`config.mk`:
```
export PLATFORM = sky130hd
export DESIGN_NAME = complex_magnitude_unit
export DESIGN_NICKNAME = d
export VERILOG_FILES = /design/src/hdl/cmag_pkg.sv /design/src/hdl/cmag_isqrt.sv /design/src/hdl/complex_magnitude_unit.sv
export SDC_FILE = /design/constraint.sdc
export NUM_CORES = 2
export LEC_CHECK = 0
export ABC_AREA = 0
export BUFFER_PORTS_ARGS = -buffer_cell sky130_fd_sc_hd__buf_2
export CORE_UTILIZATION = 55
export CTS_CLUSTER_SIZE = 12
export DETAILED_ROUTE_END_ITERATION = 10
export PLACE_DENSITY_LB_ADDON = 0.15
export SYNTH_ARGS = -nofsm -noshare
export SYNTH_HDL_FRONTEND = slang
export SYNTH_SLANG_ARGS = --single-unit
export TNS_END_PERCENT = 1
```
`constraint.sdc`:
```
create_clock -name aclk -period 71.4 [get_ports aclk]
set_input_delay 17.85 -clock aclk [delete_from_list [all_inputs] [get_ports aclk]]
set_output_delay 17.85 -clock aclk [all_outputs]
set_load 0.1 [all_outputs]
```
`src/hdl/cmag_pkg.sv`:
```
package cmag_pkg;

    // Default sample width of the real and imaginary parts.
    localparam int SAMPLE_WIDTH_DEF = 16;

    // Control that travels with each item down the pipeline.
    typedef struct packed {
        logic valid;
        logic last;
    } cmag_ctl_t;

endpackage

```
`src/hdl/cmag_isqrt.sv`:
```
module cmag_isqrt
    import cmag_pkg::*;
#(
    parameter int SAMPLE_WIDTH = SAMPLE_WIDTH_DEF
) (
    input  logic                      aclk,
    input  logic                      aresetn,
    input  logic                      enable,
    input  cmag_ctl_t                 ctl_in,
    input  logic [2*SAMPLE_WIDTH-1:0] radicand,
    output cmag_ctl_t                 ctl_out,
    output logic [SAMPLE_WIDTH-1:0]   root
);

    localparam int W  = SAMPLE_WIDTH;
    localparam int NW = 2 * SAMPLE_WIDTH;
    localparam int RW = SAMPLE_WIDTH + 2;

    // Stage k register holds the state after k+1 root bits are resolved.
    logic [NW-1:0] rad_reg  [W];
    logic [RW-1:0] rem_reg  [W];
    logic [W-1:0]  root_reg [W];
    cmag_ctl_t     ctl_reg  [W];

    genvar k;
    generate
        for (k = 0; k < W; k++) begin : g_stage
            logic [NW-1:0] rad_prev;
            logic [RW-1:0] rem_prev;
            logic [W-1:0]  root_prev;
            cmag_ctl_t     ctl_prev;
            logic [RW-1:0] rem_shift;
            logic [RW-1:0] trial;
            logic          take;
            logic [NW-1:0] rad_next;
            logic [RW-1:0] rem_next;
            logic [W-1:0]  root_next;

            // The first stage starts from the radicand with an empty root.
            if (k == 0) begin : g_first
                assign rad_prev  = radicand;
                assign rem_prev  = '0;
                assign root_prev = '0;
                assign ctl_prev  = ctl_in;
            end else begin : g_next
                assign rad_prev  = rad_reg[k-1];
                assign rem_prev  = rem_reg[k-1];
                assign root_prev = root_reg[k-1];
                assign ctl_prev  = ctl_reg[k-1];
            end

            // Bring down two radicand bits and try the next root bit.
            always_comb begin
                rem_shift = {rem_prev[RW-3:0], rad_prev[NW-1:NW-2]};
                trial     = {root_prev, 2'b01};
                take      = (rem_shift >= trial);
                rem_next  = take ? (rem_shift - trial) : rem_shift;
                root_next = {root_prev[W-2:0], take};
                rad_next  = {rad_prev[NW-3:0], 2'b00};
            end

            always_ff @(posedge aclk) begin
                if (!aresetn) begin
                    ctl_reg[k] <= '0;
                end else if (enable) begin
                    ctl_reg[k] <= ctl_prev;
                end
            end

            always_ff @(posedge aclk) begin
                if (enable) begin
                    rad_reg[k]  <= rad_next;
                    rem_reg[k]  <= rem_next;
                    root_reg[k] <= root_next;
                end
            end
        end
    endgenerate

    assign ctl_out = ctl_reg[W-1];
    assign root    = root_reg[W-1];

endmodule

```
`src/hdl/complex_magnitude_unit.sv`:
```
// Complex magnitude unit.
// The slave channel takes one complex sample per item: tdata carries the
// signed real part in the low SAMPLE_WIDTH bits and the signed imaginary part
// above it; tuser[0] marks the last element of a vector. The master channel
// returns floor(sqrt(re*re + im*im)) as an unsigned value on the same scale
// in tdata, with the last flag copied to tuser[0].
// From acceptance to m_tvalid a sample passes the absolute-value register,
// the squares, the sum and the square-root pipeline, which resolves the root
// bits in order. Throughput is one item per cycle unless the receiver stalls;
// every stage holds one item. Reset clears all valid bits, so the pipeline
// comes up empty and s_tready is high. When the receiver stalls with a
// result waiting, the whole pipeline holds and s_tready drops in the same
// cycle; nothing is lost or repeated, and the flow resumes as soon as
// m_tready returns.
module complex_magnitude_unit
    import cmag_pkg::*;
#(
    parameter int SAMPLE_WIDTH = SAMPLE_WIDTH_DEF
) (
    input  logic                                 aclk,
    input  logic                                 aresetn,
    input  logic                                 s_tvalid,
    output logic                                 s_tready,
    // real_part [W-1:0], imag_part [2W-1:W], zero fill above
    input  logic [((2*SAMPLE_WIDTH+7)/8)*8-1:0]  s_tdata,
    // last_in [0]
    input  logic [0:0]                           s_tuser,
    output logic                                 m_tvalid,
    input  logic                                 m_tready,
    // magnitude [W-1:0], zero fill above
    output logic [((SAMPLE_WIDTH+7)/8)*8-1:0]    m_tdata,
    // last_out [0]
    output logic [0:0]                           m_tuser
);

    localparam int W     = SAMPLE_WIDTH;
    localparam int OUT_W = ((SAMPLE_WIDTH + 7) / 8) * 8;

    logic            enable;
    cmag_ctl_t       ctl_in;
    cmag_ctl_t       ctl_abs_reg, ctl_sq_reg, ctl_sum_reg, ctl_out;
    logic [W-1:0]    re_raw, im_raw;
    logic [W-1:0]    re_abs_next, im_abs_next;
    logic [W-1:0]    re_abs_reg, im_abs_reg;
    logic [2*W-1:0]  re_sq_reg, im_sq_reg;
    logic [2*W-1:0]  sum_reg;
    logic [W-1:0]    root;

    // The pipeline advances whenever the output register is free or drained.
    assign enable   = !ctl_out.valid || m_tready;
    assign s_tready = enable;

    assign re_raw       = s_tdata[W-1:0];
    assign im_raw       = s_tdata[2*W-1:W];
    assign ctl_in.valid = s_tvalid;
    assign ctl_in.last  = s_tuser[0];

    // Absolute values; the most negative code maps to 2^(W-1) unsigned.
    always_comb begin
        re_abs_next = re_raw[W-1] ? (~re_raw + W'(1)) : re_raw;
        im_abs_next = im_raw[W-1] ? (~im_raw + W'(1)) : im_raw;
    end

    // Control bits of the front stages.
    always_ff @(posedge aclk) begin
        if (!aresetn) begin
            ctl_abs_reg <= '0;
            ctl_sq_reg  <= '0;
            ctl_sum_reg <= '0;
        end else if (enable) begin
            ctl_abs_reg <= ctl_in;
            ctl_sq_reg  <= ctl_abs_reg;
            ctl_sum_reg <= ctl_sq_reg;
        end
    end

    // Front datapath: absolute value, squares, sum of squares.
    always_ff @(posedge aclk) begin
        if (enable) begin
            re_abs_reg <= re_abs_next;
            im_abs_reg <= im_abs_next;
            re_sq_reg  <= (2*W)'(re_abs_reg) * (2*W)'(re_abs_reg);
            im_sq_reg  <= (2*W)'(im_abs_reg) * (2*W)'(im_abs_reg);
            sum_reg    <= re_sq_reg + im_sq_reg;
        end
    end

    // One root bit per stage; the last stage is the output register.
    cmag_isqrt #(
        .SAMPLE_WIDTH(SAMPLE_WIDTH)
    ) u_isqrt (
        .aclk    (aclk),
        .aresetn (aresetn),
        .enable  (enable),
        .ctl_in  (ctl_sum_reg),
        .radicand(sum_reg),
        .ctl_out (ctl_out),
        .root    (root)
    );

    assign m_tvalid   = ctl_out.valid;
    assign m_tdata    = OUT_W'(root);
    assign m_tuser[0] = ctl_out.last;

endmodule

```
## Word-level counts from Yosys, hierarchy flattened

Memories as Yosys holds them, arrays and structs flattened.
Index checks and enable logic that the tools add are counted.

- Register bits: 134
- RAM bits: 1056
- Output and inout port bits: 19
- Logic and storage cells: 113
- Memories: 4

Memories:

| name | words | bits a word | rd ports | clocked after memory_dff | wr ports | RTL line | source |
|---|---|---|---|---|---|---|---|
| u_isqrt.rad_reg | 16 | 30 | 15 | 0 | 16 | cmag_isqrt.sv:20 | `logic [NW-1:0] rad_reg [W];` |
| u_isqrt.rem_reg | 16 | 18 | 15 | 0 | 16 | cmag_isqrt.sv:21 | `logic [RW-1:0] rem_reg [W];` |
| u_isqrt.root_reg | 16 | 16 | 16 | 0 | 16 | cmag_isqrt.sv:22 | `logic [W-1:0] root_reg [W];` |
| u_isqrt.ctl_reg | 16 | 2 | 16 | 0 | 16 | cmag_isqrt.sv:23 | `cmag_ctl_t ctl_reg [W];` |

- Add/sub/neg operators: 19
- $mul: 2
- $lt $le $gt $ge: 16
- Mux-type cells: 39
- Bitwise gates (word level): 18
- Reduce and logical (&&, ||, !) cells: 2

Operator list:

| cell | number |
|---|---|
| $mux 18 | 16 |
| $ge 18x18->1 | 15 |
| $sub 18x18->18 | 15 |
| $mul 16x16->32 | 2 |
| $add 16x1->16 const B | 2 |
| $add 32x32->32 | 1 |
| $mux 2 | 16 |
| $not 16->16 | 2 |
| $mux 15 | 2 |
| $or 1x1->1 | 16 |
| $mux 1 | 5 |
| $sub 2x1->3 const B | 1 |
| $ge 2x1->1 const B | 1 |
| $logic_not 1->1 | 1 |
| $logic_or 1x1->1 | 1 |

## Depth between registers and ports, before layout

An unclocked memory read counts as a cell.

- Depth in word-level cells: 7
- Depth in mapped cells: 26

## Hierarchy

A second synthesis with hierarchy kept.

- Cell total of the unflattened synthesis: 4234
- Area total of the unflattened synthesis: 49551.3 sq um

Modules (own cells, without submodules):

| module | instances | cells an instance | area an instance (sq um) |
|---|---|---|---|
| cmag_isqrt | 1 | 2055 | 28621.2 |
| complex_magnitude_unit | 1 | 2179 | 20930.1 |

## Worst setup path after synthesis

OpenSTA, ideal clock, no wires.

- Path kind: input-to-output
- Start: in m_tready
- End: out s_tready
- Arrival time: 38.628 ns
- Path slack: 14.922 ns
- Stages on the path: 4
- Buffers on the path: 2
- Cells stage by stage: nor2b_1 clkbuf_1 inv_1 clkbuf_1

- Longest elaborated chain between the ends: 1

RTL lines:

| element | RTL line | source |
|---|---|---|
| start: declaration | complex_magnitude_unit.sv:29 | `input logic m_tready,` |
| $logic_or 1x1->1 | complex_magnitude_unit.sv:50 | `assign enable = !ctl_out.valid \|\| m_tready;` |
| end: declaration | complex_magnitude_unit.sv:23 | `output logic s_tready,` |

Every way passes these cells.

## Worst setup path in the final report

Ends and elaborated chain as after synthesis.

==> results.json <==
{
  "grt_overflow": 0,
  "critPathSlowestCell": "nor2b_1",
  "grt_setup_unrepaired": "no",
  "clk_pin_slew_ns": 0.06,
  "synthDistinctLibCells": 85,
  "nets": 5056,
  "cp.arrival_ns": 19.46,
  "worst_pin_slew_ns": 1.26,
  "synth.most_common_cell": "edfxtp_1",
  "dr.pass1.iters": 10,
  "syn_area_um2": 49200,
  "synth_compound_area_share_pct": 8.46,
  "setup_tns_ns": 0,
  "die_x_um": 301,
  "cts_tree": "built",
  "holdCritPathClass": "reg2reg",
  "track_usage_pct": 20.2,
  "hpwl_um": 66900,
  "start_util_pct": 55.5,
  "postCtsHoldBufs": 0,
  "synth_edf_count": 758,
  "ys_top_cells_by_area": "edfxtp_1 46%, fa_1 13%, ha_1 9.7%",
  "htreeDepth": 3,
  "cp_max_fo": 100,
  "synth_top_area_share_pct": 46.3,
  "cp_common_cell": "buf_2",
  "largest_reg_flops": 240,
  "port-buffer-count": 55,
  "crit_chain": "buf_2, nor2b_1, inv_8, buf_2",
  "yosys.area_share.simple_pct": 10.4,
  "startpoint_type": "input port",
  "area_delta_synth_final_pct": 8.28,
  "outcome": "finished with violations",
  "grt_max_degree": 208,
  "core_um2": 88500,
  "cts_buffers": 84,
  "gp_congestion": 0.881,
  "ys_ff_latch": 764,
  "cts_setup_buffers": 0,
  "ant_nets": 0,
  "r2r_cells": 23,
  "clock_skew_ns": 0.0240,
  "routed_wl_um": 88800,
  "synthAdderAreaFrac_pct": 23.0,
  "grt_pass1_vias": 30386,
  "end_kind": "output port",
  "drv_cap": 0,
  "antenna_cells": 0,
  "drive_gt1_share_pct": 5.54,
  "post-route-min-period_ns": 37.31,
  "max_freq_mhz": 26.8,
  "hold_viol": 0,
  "required_ns": 53.55,
  "synth_xor_xnor_area_share_pct": 4.92,
  "final.period_utilization_pct": 52.3,
  "initialDrtViolationCount": 1660,
  "rows": 109,
  "synth_top_family_by_area": "adder cells",
  "clock-sinks": 764,
  "clock_path_buffers": 3,
  "grt_first_pass_wirelength_um": 148000,
  "clkLatencyLatePin_ns": 0.64,
  "wl_per_cell_um": 16.0,
  "via_per_inst": 5.39,
  "netlist_instances": 4247,
  "cts_resized": 0,
  "critPathMaxStageDelay_ns": 0.64,
  "drv_slew": 0,
  "antenna_found_initial": 0,
  "holdPathStages": 0,
  "setup_viol": 0,
  "io_pins": 56,
  "synth_commonest_cells": "758 x edfxtp_1, 690 x inv_1, 380 x ha_1",
  "dieArea_um2": 90600,
  "syn_avg_cell_area_um2": 11.6,
  "die_h_um": 301,
  "synthFlopType": "edfxtp_1",
  "async_flop_share_pct": 0,
  "path_class": "in2out",
  "synth_warnings": 0,
  "synthMuxAreaShare_pct": 0.674,
  "syn_nets": 4991,
  "relSlewSlack_pct": 15.8,
  "drc_errors": 7,
  "ys_seq_area_share_pct": 46.5,
  "yosysTopAreaCell": "edfxtp_1",
  "failed_checks": "DRC",
  "routed-via-count": 29824,
  "cts_root_buf": "clkbuf_16"
}
kinds of logic (layout without fill, tap and decap cells):
group           Yosys count  after routing
compound gates          660            660
xor+xnor                276            276
fa+ha+maj               707            707
buf+inv                 781            905
flops                   764            764
mux                      30             30
other cells               1              1
simple gates           1028           1028
worst max-delay path, delay by kind of cell:
kind,cells,cell delay (ns)
simple gates,1,0.64
buf+inv,3,0.92
layer usage:
layer | part of all wire [%] | vias up | global-route usage (%)
li1 | - | 14688 | -
met4 | 3.1 | 0 | 6.99
met3 | 2.8 | 170 | 2.66
met2 | 53 | 408 | 37.3
met5 | 0 | - | 0
met1 | 41 | 14558 | 24.0
final timing paths:
check | endpoint | from | slack (ns)
min reg2reg | u_isqrt.rad_reg[0][201]$_DFFE_PP_ | u_isqrt.rad_reg[0][169]$_DFFE_PP_ | 0.41
min | u_isqrt.rad_reg[0][201]$_DFFE_PP_ | u_isqrt.rad_reg[0][169]$_DFFE_PP_ | 0.41
max | s_tready | m_tready | 34.09
max reg2reg | re_sq_reg[31]$_DFFE_PP_ | re_abs_reg[9]$_DFFE_PP_ | 64.63
per-stage QoR:
stage	std cells	instance area, µm²	worst slack (ns)	hold slack (ns)	util (%)
after detailed placement	5391	50700	34.11	0.405	57.2
after CTS	5536	53200	34.11	0.413	60.1
after global routing	5536	53200	33.98	0.414	60.1
after floorplan	4247	49200	14.92	0.400	-
after global placement	5391	50700	34.12	0.401	57.2
final	5536	53200	34.09	0.405	60.1
cell usage in the layout, fill, tap and decap left out, types with 84 or more instances in the layout:
cell / n
a21oi_1: 204
and2_1: 88
clkbuf_16: 84
edfxtp_1: 758
fa_1: 327
ha_1: 380
inv_1: 689
nand2_1: 331
nor2_1: 203
o21ai_0: 154
xnor2_1: 160
xor2_1: 116
final cells by class:
| class | count | area, µm² |
|---|---|---|
| clock buffers | 106 | 2180 |
| clock inverters | 39 | 402 |
| fillers | 7128 | 35300 |
| inverters | 691 | 2600 |
| multi-input cells | 2702 | 23300 |
| flip-flops and latches | 764 | 22900 |
| well taps | 1165 | 1460 |
| repair buffers | 69 | 393 |
Power is not shown: default switching activity piles up to over one toggle a cycle in this logic, so the estimate is an artifact.
